`config.mk`:
```
export PLATFORM = sky130hd
export DESIGN_NAME = utf8_hex_escape_identifier
export DESIGN_NICKNAME = d
export VERILOG_FILES = /design/src/hw/rtl/uhei_pkg.sv /design/src/hw/rtl/uhei_front.sv /design/src/hw/rtl/uhei_fifo.sv /design/src/hw/rtl/uhei_back.sv /design/src/hw/rtl/utf8_hex_escape_identifier.sv
export SDC_FILE = /design/constraint.sdc
export NUM_CORES = 1
export LEC_CHECK = 0
export BUFFER_PORTS_ARGS = -buffer_cell sky130_fd_sc_hd__buf_2
export CAP_MARGIN = 5
export CORE_MARGIN = 2
export CORE_UTILIZATION = 60
export CTS_CLUSTER_DIAMETER = 40
export DETAILED_ROUTE_END_ITERATION = 12
export GPL_TIMING_DRIVEN = 0
export HOLD_SLACK_MARGIN = 0.15
export PLACE_DENSITY = 0.77
export SLEW_MARGIN = 20
export SYNTH_ARGS = -nofsm -noshare
export SYNTH_HDL_FRONTEND = slang
export SYNTH_SLANG_ARGS = --single-unit
```
`constraint.sdc`:
```
create_clock -name clk -period 7.4 [get_ports clk]
set_input_delay 0.74 -clock clk [delete_from_list [all_inputs] [get_ports clk]]
set_output_delay 0.74 -clock clk [all_outputs]
set_load 0.03 [all_outputs]
```
`src/hw/rtl/uhei_pkg.sv`:
```
`default_nettype none
package uhei_pkg;

  localparam int unsigned CodeW = 21;

  localparam logic [7:0] ChrDash  = 8'h2d;
  localparam logic [7:0] ChrUnder = 8'h5f;
  localparam logic [7:0] ChrSpace = 8'h20;
  localparam logic [CodeW-1:0] CodeBad = 21'h00003f;
  localparam logic [CodeW-1:0] CodeLongMin = 21'h00ffff;

  typedef enum logic [1:0] {
    SEG_ESC_A,
    SEG_LIT,
    SEG_ESC_B
  } seg_t;

  // one input byte's worth of output work
  typedef struct packed {
    logic             esc_a_vld;
    logic [CodeW-1:0] esc_a_code;
    logic             lit_vld;
    logic [7:0]       lit_byte;
    logic             esc_b_vld;
    logic [CodeW-1:0] esc_b_code;
    logic             last;
  } job_t;

  function automatic logic [CodeW-1:0] resolve_code(
    input logic [CodeW-1:0] code,
    input logic [2:0]       bexp,
    input logic [2:0]       bseen,
    input logic             inv
  );
    logic bad;
    bad = inv || (bseen != bexp);
    if (bexp == 3'd2 && code < 21'h000080) bad = 1'b1;
    if (bexp == 3'd3 && code < 21'h000800) bad = 1'b1;
    if (bexp == 3'd4 && code < 21'h010000) bad = 1'b1;
    if (code >= 21'h00d800 && code <= 21'h00dfff) bad = 1'b1;
    if (code > 21'h10ffff) bad = 1'b1;
    return bad ? CodeBad : code;
  endfunction

  function automatic logic [7:0] hex_char(input logic [3:0] v);
    return (v < 4'd10) ? (8'h30 + {4'd0, v}) : (8'h57 + {4'd0, v});
  endfunction

  function automatic logic is_alnum(input logic [7:0] b);
    return (b >= 8'h30 && b <= 8'h39) || (b >= 8'h41 && b <= 8'h5a) ||
           (b >= 8'h61 && b <= 8'h7a);
  endfunction

endpackage
`default_nettype wire

```
`src/hw/rtl/uhei_front.sv`:
```
`default_nettype none
module uhei_front (
  input  wire logic              clk,
  input  wire logic              rst_n,
  input  wire logic              accept,
  input  wire logic [7:0]        in_byte,
  input  wire logic              in_end_of_name,
  output uhei_pkg::job_t         job,
  output logic                   job_push
);

  logic                       space_r, space_nxt;
  logic                       pend_r, pend_nxt;
  logic [uhei_pkg::CodeW-1:0] acc_r, acc_nxt;
  logic [2:0]                 exp_r, exp_nxt;
  logic [2:0]                 seen_r, seen_nxt;
  logic                       inv_r, inv_nxt;

  // state after the byte, before the end-of-name flush
  logic                       s_space, s_pend, s_inv;
  logic [uhei_pkg::CodeW-1:0] s_acc;
  logic [2:0]                 s_exp, s_seen;
  logic                       cont;

  always_comb begin
    cont       = (in_byte[7:6] == 2'b10);
    s_space    = space_r;
    s_pend     = pend_r;
    s_acc      = acc_r;
    s_exp      = exp_r;
    s_seen     = seen_r;
    s_inv      = inv_r;
    job        = '0;
    job.last   = in_end_of_name;
    if (cont && pend_r) begin
      s_seen = (seen_r < 3'd7) ? seen_r + 3'd1 : seen_r;
      if (s_seen > exp_r) begin
        s_inv = 1'b1;
      end else begin
        s_acc = {acc_r[uhei_pkg::CodeW-7:0], in_byte[5:0]};
      end
    end else begin
      job.esc_a_vld  = pend_r;
      job.esc_a_code = uhei_pkg::resolve_code(acc_r, exp_r, seen_r, inv_r);
      s_pend = 1'b0;
      s_acc  = '0;
      s_exp  = '0;
      s_seen = '0;
      s_inv  = 1'b0;
      if (in_byte == uhei_pkg::ChrSpace) begin
        job.lit_vld  = !space_r;
        job.lit_byte = uhei_pkg::ChrDash;
        s_space      = 1'b1;
      end else begin
        s_space = 1'b0;
        if (uhei_pkg::is_alnum(in_byte)) begin
          job.lit_vld  = 1'b1;
          job.lit_byte = in_byte;
        end else begin
          s_pend = 1'b1;
          s_seen = 3'd1;
          if (in_byte < 8'h80) begin
            s_exp = 3'd1;
            s_acc = {13'd0, in_byte};
          end else if (in_byte >= 8'hc2 && in_byte <= 8'hdf) begin
            s_exp = 3'd2;
            s_acc = {16'd0, in_byte[4:0]};
          end else if (in_byte >= 8'he0 && in_byte <= 8'hef) begin
            s_exp = 3'd3;
            s_acc = {17'd0, in_byte[3:0]};
          end else if (in_byte >= 8'hf0 && in_byte <= 8'hf4) begin
            s_exp = 3'd4;
            s_acc = {18'd0, in_byte[2:0]};
          end else begin
            s_exp = 3'd1;
            s_inv = 1'b1;
          end
        end
      end
    end
    job.esc_b_vld  = in_end_of_name && s_pend;
    job.esc_b_code = uhei_pkg::resolve_code(s_acc, s_exp, s_seen, s_inv);
    job_push = accept && (job.esc_a_vld || job.lit_vld || job.esc_b_vld);
  end

  always_comb begin
    space_nxt = space_r;
    pend_nxt  = pend_r;
    acc_nxt   = acc_r;
    exp_nxt   = exp_r;
    seen_nxt  = seen_r;
    inv_nxt   = inv_r;
    if (accept) begin
      if (in_end_of_name) begin
        space_nxt = 1'b0;
        pend_nxt  = 1'b0;
        acc_nxt   = '0;
        exp_nxt   = '0;
        seen_nxt  = '0;
        inv_nxt   = 1'b0;
      end else begin
        space_nxt = s_space;
        pend_nxt  = s_pend;
        acc_nxt   = s_acc;
        exp_nxt   = s_exp;
        seen_nxt  = s_seen;
        inv_nxt   = s_inv;
      end
    end
  end

  always_ff @(posedge clk) begin
    if (!rst_n) begin
      space_r <= 1'b0;
      pend_r  <= 1'b0;
      acc_r   <= '0;
      exp_r   <= '0;
      seen_r  <= '0;
      inv_r   <= 1'b0;
    end else begin
      space_r <= space_nxt;
      pend_r  <= pend_nxt;
      acc_r   <= acc_nxt;
      exp_r   <= exp_nxt;
      seen_r  <= seen_nxt;
      inv_r   <= inv_nxt;
    end
  end

endmodule
`default_nettype wire

```
`src/hw/rtl/uhei_fifo.sv`:
```
`default_nettype none
module uhei_fifo #(
  parameter int unsigned DEPTH = 4
) (
  input  wire logic           clk,
  input  wire logic           rst_n,
  input  wire logic           wr_en,
  input  wire uhei_pkg::job_t wr_data,
  input  wire logic           rd_en,
  output uhei_pkg::job_t      rd_data,
  output logic                full,
  output logic                not_empty
);

  localparam int unsigned AW = (DEPTH > 1) ? $clog2(DEPTH) : 1;

  uhei_pkg::job_t mem_r [DEPTH];
  logic [AW-1:0]  wp_r, wp_nxt;
  logic [AW-1:0]  rp_r, rp_nxt;
  logic [AW:0]    cnt_r, cnt_nxt;

  assign full      = (cnt_r == (AW+1)'(DEPTH));
  assign not_empty = (cnt_r != '0);
  assign rd_data   = mem_r[rp_r];

  always_comb begin
    wp_nxt  = wp_r;
    rp_nxt  = rp_r;
    cnt_nxt = cnt_r;
    if (wr_en) begin
      wp_nxt = (wp_r == AW'(DEPTH-1)) ? '0 : wp_r + AW'(1);
    end
    if (rd_en) begin
      rp_nxt = (rp_r == AW'(DEPTH-1)) ? '0 : rp_r + AW'(1);
    end
    if (wr_en && !rd_en) begin
      cnt_nxt = cnt_r + (AW+1)'(1);
    end else if (!wr_en && rd_en) begin
      cnt_nxt = cnt_r - (AW+1)'(1);
    end
  end

  always_ff @(posedge clk) begin
    if (!rst_n) begin
      wp_r  <= '0;
      rp_r  <= '0;
      cnt_r <= '0;
    end else begin
      wp_r  <= wp_nxt;
      rp_r  <= rp_nxt;
      cnt_r <= cnt_nxt;
    end
  end

  always_ff @(posedge clk) begin
    if (wr_en) begin
      mem_r[wp_r] <= wr_data;
    end
  end

endmodule
`default_nettype wire

```
`src/hw/rtl/uhei_back.sv`:
```
`default_nettype none
module uhei_back (
  input  wire logic           clk,
  input  wire logic           rst_n,
  input  wire uhei_pkg::job_t job,
  input  wire logic           job_vld,
  output logic                job_pop,
  input  wire logic           pop,
  output logic                empty,
  output logic [7:0]          out_byte,
  output logic                out_run_last,
  output logic                out_name_done
);

  uhei_pkg::seg_t phase_r, phase_nxt;
  uhei_pkg::seg_t seg_eff;
  logic [2:0]     idx_r, idx_nxt;
  logic           vld_r, vld_nxt;
  logic [7:0]     byte_r;
  logic           run_last_r, name_done_r;

  logic [uhei_pkg::CodeW-1:0] code;
  logic                       long_form;
  logic [2:0]                 len_m1, pos;
  logic [3:0]                 nib;
  logic [7:0]                 chr;
  logic                       seg_end, later, job_done, step;

  always_comb begin
    if (phase_r == uhei_pkg::SEG_ESC_A && job.esc_a_vld) begin
      seg_eff = uhei_pkg::SEG_ESC_A;
    end else if (phase_r != uhei_pkg::SEG_ESC_B && job.lit_vld) begin
      seg_eff = uhei_pkg::SEG_LIT;
    end else begin
      seg_eff = uhei_pkg::SEG_ESC_B;
    end
  end

  // character generation for the current segment
  always_comb begin
    code      = (seg_eff == uhei_pkg::SEG_ESC_A) ? job.esc_a_code : job.esc_b_code;
    long_form = (code >= uhei_pkg::CodeLongMin);
    len_m1    = long_form ? 3'd7 : 3'd4;
    pos       = len_m1 - idx_r;
    case (pos)
      3'd0:    nib = code[3:0];
      3'd1:    nib = code[7:4];
      3'd2:    nib = code[11:8];
      3'd3:    nib = code[15:12];
      3'd4:    nib = code[19:16];
      3'd5:    nib = {3'd0, code[20]};
      default: nib = 4'd0;
    endcase
    if (seg_eff == uhei_pkg::SEG_LIT) begin
      chr = job.lit_byte;
    end else if (idx_r == 3'd0 || (long_form && idx_r == 3'd1)) begin
      chr = uhei_pkg::ChrUnder;
    end else begin
      chr = uhei_pkg::hex_char(nib);
    end
  end

  // sequencer outputs
  always_comb begin
    unique case (seg_eff)
      uhei_pkg::SEG_ESC_A: begin
        seg_end = (idx_r == len_m1);
        later   = job.lit_vld || job.esc_b_vld;
      end
      uhei_pkg::SEG_LIT: begin
        seg_end = 1'b1;
        later   = job.esc_b_vld;
      end
      default: begin
        seg_end = (idx_r == len_m1);
        later   = 1'b0;
      end
    endcase
    job_done = seg_end && !later;
    step     = job_vld && (!vld_r || pop);
    job_pop  = step && job_done;
  end

  // sequencer next state
  always_comb begin
    phase_nxt = phase_r;
    idx_nxt   = idx_r;
    if (step) begin
      if (seg_end) begin
        idx_nxt = '0;
        if (job_done) begin
          phase_nxt = uhei_pkg::SEG_ESC_A;
        end else begin
          unique case (seg_eff)
            uhei_pkg::SEG_ESC_A: phase_nxt = uhei_pkg::SEG_LIT;
            default:             phase_nxt = uhei_pkg::SEG_ESC_B;
          endcase
        end
      end else begin
        idx_nxt = idx_r + 3'd1;
      end
    end
    if (step) begin
      vld_nxt = 1'b1;
    end else if (pop) begin
      vld_nxt = 1'b0;
    end else begin
      vld_nxt = vld_r;
    end
  end

  always_ff @(posedge clk) begin
    if (!rst_n) begin
      phase_r <= uhei_pkg::SEG_ESC_A;
      idx_r   <= '0;
      vld_r   <= 1'b0;
    end else begin
      phase_r <= phase_nxt;
      idx_r   <= idx_nxt;
      vld_r   <= vld_nxt;
    end
  end

  always_ff @(posedge clk) begin
    if (step) begin
      byte_r      <= chr;
      run_last_r  <= job_done;
      name_done_r <= job_done && job.last;
    end
  end

  assign empty         = !vld_r;
  assign out_byte      = byte_r;
  assign out_run_last  = run_last_r;
  assign out_name_done = name_done_r;

  a_done_is_last: assert property (@(posedge clk) disable iff (!rst_n)
    vld_r && name_done_r |-> run_last_r)
    else $error("name_done without run_last");

  a_pop_rewinds: assert property (@(posedge clk) disable iff (!rst_n)
    job_pop |=> (phase_r == uhei_pkg::SEG_ESC_A) && (idx_r == 3'd0))
    else $error("sequencer not rewound after job");

  a_lit_single: assert property (@(posedge clk) disable iff (!rst_n)
    job_vld && seg_eff == uhei_pkg::SEG_LIT |-> idx_r == 3'd0)
    else $error("literal segment with nonzero index");

  a_idx_bound: assert property (@(posedge clk) disable iff (!rst_n)
    job_vld |-> idx_r <= len_m1)
    else $error("escape index past its length");

endmodule
`default_nettype wire

```
`src/hw/rtl/utf8_hex_escape_identifier.sv`:
```
// A result is written into the job queue and then into the output register; an escape
// held for the next byte enters the queue with that byte (or with the end of the name).
// Throughput: one input byte per cycle while full is low; the output side writes one
// character per cycle while pop keeps up, so an escape holds the back end longer.
// The job queue of QUEUE_DEPTH entries absorbs the difference before full rises.
// Reset (rst_n low, synchronous) clears the decoder state and empties the queue and the output register.
`default_nettype none
module utf8_hex_escape_identifier #(
  parameter int unsigned QUEUE_DEPTH = 4
) (
  input  wire logic       clk,
  input  wire logic       rst_n,
  input  wire logic       push,
  output logic            full,
  input  wire logic [7:0] in_byte,
  input  wire logic       in_end_of_name,
  output logic            empty,
  input  wire logic       pop,
  output logic [7:0]      out_byte,
  output logic            out_run_last,
  output logic            out_name_done
);

  uhei_pkg::job_t front_job, head_job;
  logic           front_push, head_vld, head_pop, accept;

  assign accept = push && !full;

  uhei_front u_front (
    .clk            (clk),
    .rst_n          (rst_n),
    .accept         (accept),
    .in_byte        (in_byte),
    .in_end_of_name (in_end_of_name),
    .job            (front_job),
    .job_push       (front_push)
  );

  uhei_fifo #(
    .DEPTH (QUEUE_DEPTH)
  ) u_fifo (
    .clk       (clk),
    .rst_n     (rst_n),
    .wr_en     (front_push),
    .wr_data   (front_job),
    .rd_en     (head_pop),
    .rd_data   (head_job),
    .full      (full),
    .not_empty (head_vld)
  );

  uhei_back u_back (
    .clk           (clk),
    .rst_n         (rst_n),
    .job           (head_job),
    .job_vld       (head_vld),
    .job_pop       (head_pop),
    .pop           (pop),
    .empty         (empty),
    .out_byte      (out_byte),
    .out_run_last  (out_run_last),
    .out_name_done (out_name_done)
  );

endmodule
`default_nettype wire
```
==> flow_summary.toml <==
[synthesis]
syn_area_per_cell_um2 = 14.7
seq_area_frac_synth_pct = 63.1
synth_edf_count = 226
yosysWarnings = 0
syn_inst = 831
ys_top_cells_by_area = "edfxtp_1 56%, mux4_2 10%, dfxtp_1 7.4%"
yosysUniqueCellTypes = 73
yosys.area.top_type_share_pct = 55.7
syn-cell-area_um2 = 12200
synthArstFlopShare_pct = 0
synth_top_flop_cell = "edfxtp_1"
synth-seq-cells = 271
synth_top_cell_by_area = "edfxtp_1"

[worst_setup_path]
path_buf_inv = 6
path_class = "register to register"
startpoint_type = "register"
cp_top_family = "buffers and inverters"
worst_path_most_repeated_cell = "clkbuf_1"
cp.required_ns = 7.69
worstPathCellList = "buf_4 > clkbuf_1 > clkbuf_1 > mux4_2 > nand4_1 > nor2_1 > o21ai_1 > nor3_1 > or2_1 > inv_1 > ha_1 > fa_1 > clkbuf_1 > inv_1 > a2111oi_0 > nor4_2 > a21oi_1 > xor2_1 > a31oi_1"
crit_path_end_kind = "register"
critPathSlowestCell = "a2111oi_0"
reg2reg_depth = 19
rrSetupSlack_ns = 1.69
worstPathMaxFanout = 10
worst_path_largest_cell_delay_ns = 0.59
cp.arrival_ns = 6.00
timing.rr.end = "u_back.out_byte[0]"

[cts]
cts_tree = "built"
numCtsBuffers = 31
cts.htree.levels = 1
cts_root_buffer = "clkbuf_16"
clockBufferDepth = 3
clk_latency_ns = 0.56
cts_sinks = 271
post_cts_buffers = 0
cts.clk_slew.worst_paths_ns = 0.06
ctsHoldBuffers = 0
cts_resized = 0

[final_layout]
nFillCells = 1353
fin_nets = 927
layout-drive-gt1-share_pct = 17.8
diodes = 0
area_delta_synth_final_pct = 13.1
postLayoutCellArea_um2 = 13800

[detailed_routing]
detail_route.first_pass.iterations = 7
viasPerCell = 6.40
drc = 0
wl_per_cell_um = 23.5
routed_wl_um = 27900
first_iter_violations = 825
antenna_left = 0
vias = 7621

[min_path]
min_path_type = "primary input to register"
min_from = "push"
hold_path_end = "u_front.space_r"
hold_path_depth = 3

[placed_design]
dp_hpwl_um = 18600
gp_congestion = 0.952
io_buffers = 24
placed_cell_area_um2 = 12800

[global_route]
grt-ovfl-total = 0
antenna_found_initial = 0
grt_pass1_wl_um = 43800
first_global_vias = 7596
grt_usage_pct = 26.8
grt_max_degree = 48

[pwr]
powerDensity_nw_per_um2 = 317
p_leak_nw = 4.81
total_power_mw = 4.37
ir_drop_mv = 0.216

[sta]
period_minus_slack_ns = 5.71
finalCritPeriodShare_pct = 77.1
relSlewSlack_pct = 48.0
clock_skew_ns = 0.0262
slew_violations = 0
setup_viol = 0
worst_pin_slew_ns = 0.773
setup_tns_ns = 0
rsz0062_at_grt = "no"
clock.fmax_mhz = 175
hold_viol_final = 0

[floorplan]
die_w_um = 147
boundaryPins = 25
core_um2 = 20100
die-area_um2 = 21500
initial_core_util_pct = 60.6
rows = 52
die-height_um = 147

[job]
maxCapViolations = 0

[run_status]
outcome = "complete, no violations"
-- registers in the layout (all words and copies together), names as in the netlist, named ones only --
name and count:
u_back.out_name_done 1, u_fifo.wp_r 2, u_front.seen_r 3, u_front.space_r 1, u_back.vld_r 1, u_front.pend_r 1
u_back.idx_r 3, u_fifo.mem_r 216, u_front.inv_r 1, u_front.acc_r 21, u_fifo.cnt_r 3, u_back.out_byte 8
u_front.exp_r 3, u_fifo.rp_r 2, u_back.phase_r 2, u_back.out_run_last 1
-- cell usage in the layout (no fill, tap or decap), types with 31 or more instances in the layout --
master and count:
a21oi_1 32, mux2i_1 41, nor2_1 48, nand2_1 37, buf_2 31, clkbuf_16 31
nor2b_1 34, edfxtp_1 226, mux4_2 55, dfxtp_1 45
-- layer usage --
metal / wire length, um / up-vias / track usage, %
li1: - / 3371 / -
met4: 685 / 0 / 7.14
met3: 2190 / 62 / 3.56
met1: 11600 / 3824 / 38.6
met2: 13500 / 364 / 43.8
met5: 0 / - / 0
-- metrics by stage --
stage	setup slack, ns	hold WS [ns]	cells	util [%]
after floorplan	2.88	0.456	834	-
after global placement	1.78	0.473	1128	62.9
after detailed placement	1.85	0.485	1133	63.6
after CTS	1.78	0.468	1190	68.6
after global routing	1.38	0.490	1190	68.6
final	1.69	0.482	1190	68.6
-- worst reg2reg max path, delay by kind of cell (launching register included) --
family	cells	cell delay (ns)
AOI/OAI and AO/OA	4	1.00
xor gates and xnor gates	1	0.19
adders and majority gates	2	0.68
buffers and inverters	6	1.90
DFF	1	0.30
muxes	1	0.37
and+or+nand+nor	5	1.00
-- power breakdown --
part / total (mW) / internal [mW] / switching (mW)
Clock: 1.46 / 0.849 / 0.611
Sequential: 1.87 / 1.82 / 0.0511
Combinational: 1.03 / 0.400 / 0.631
-- how the worst max path moves through the flow --
stage                    start             endpoint  cells after the start
floorplan             register   u_back.out_byte[0]                     18
global placement    in_byte[2]  u_fifo.mem_r[3][46]                      8
detailed placement    register   u_back.out_byte[0]                     19
CTS                   register   u_back.out_byte[0]                     19
global route          register   u_back.out_byte[0]                     19
finish                register   u_back.out_byte[0]                     19
-- Yosys cell counts, drive strengths merged (2+ instances only) --
cell type  number
edfxtp        226
mux4           55
nor2           48
dfxtp          45
mux2i          41
nand2          37
a21oi          34
nor2b          34
inv            30
a22oi          26
clkbuf         26
o21ai          26
nor3           20
and3           17
and2           16
ha             16
buf            15
a21o           10
nand4           8
o22ai           7
nand2b          6
or4             6
a21boi          5
nand3           5
nor4            5
xnor2           5
a211oi          4
a31oi           4
nor3b           4
or2             4
or3             4
xor2            4
a2111oi         3
o31ai           3
a32oi           2
fa              2
o211ai          2
o221ai          2
o31a            2
o32ai           2
-- cell type report --
cell class	count	area, um^2	area share, %
Inverter	31	116	0.844
Buffer	41	218	1.58
Timing Repair Buffer	29	241	1.75
Tap cell	270	338	2.45
Multi-Input combinational cell	491	4190	30.4
Sequential cell	271	7690	55.8
Clock inverter	22	206	1.50
Clock buffer	35	791	5.74
-- cell families (layout without fill, tap and decap cells) --
kind of cell	count (synthesis)	in the layout	synth area share (%)
AOI/OAI and AO/OA	143	143	8.26
buffers and inverters	72	158	2.74
other	1	4	0.0308
muxes	97	97	13.6
and+or+nand+nor	220	220	9.64
adders and majority gates	18	18	1.97
DFF	271	271	63.1
xor gates and xnor gates	9	9	0.647
Note: power is estimated with default switching activity, not from simulation.
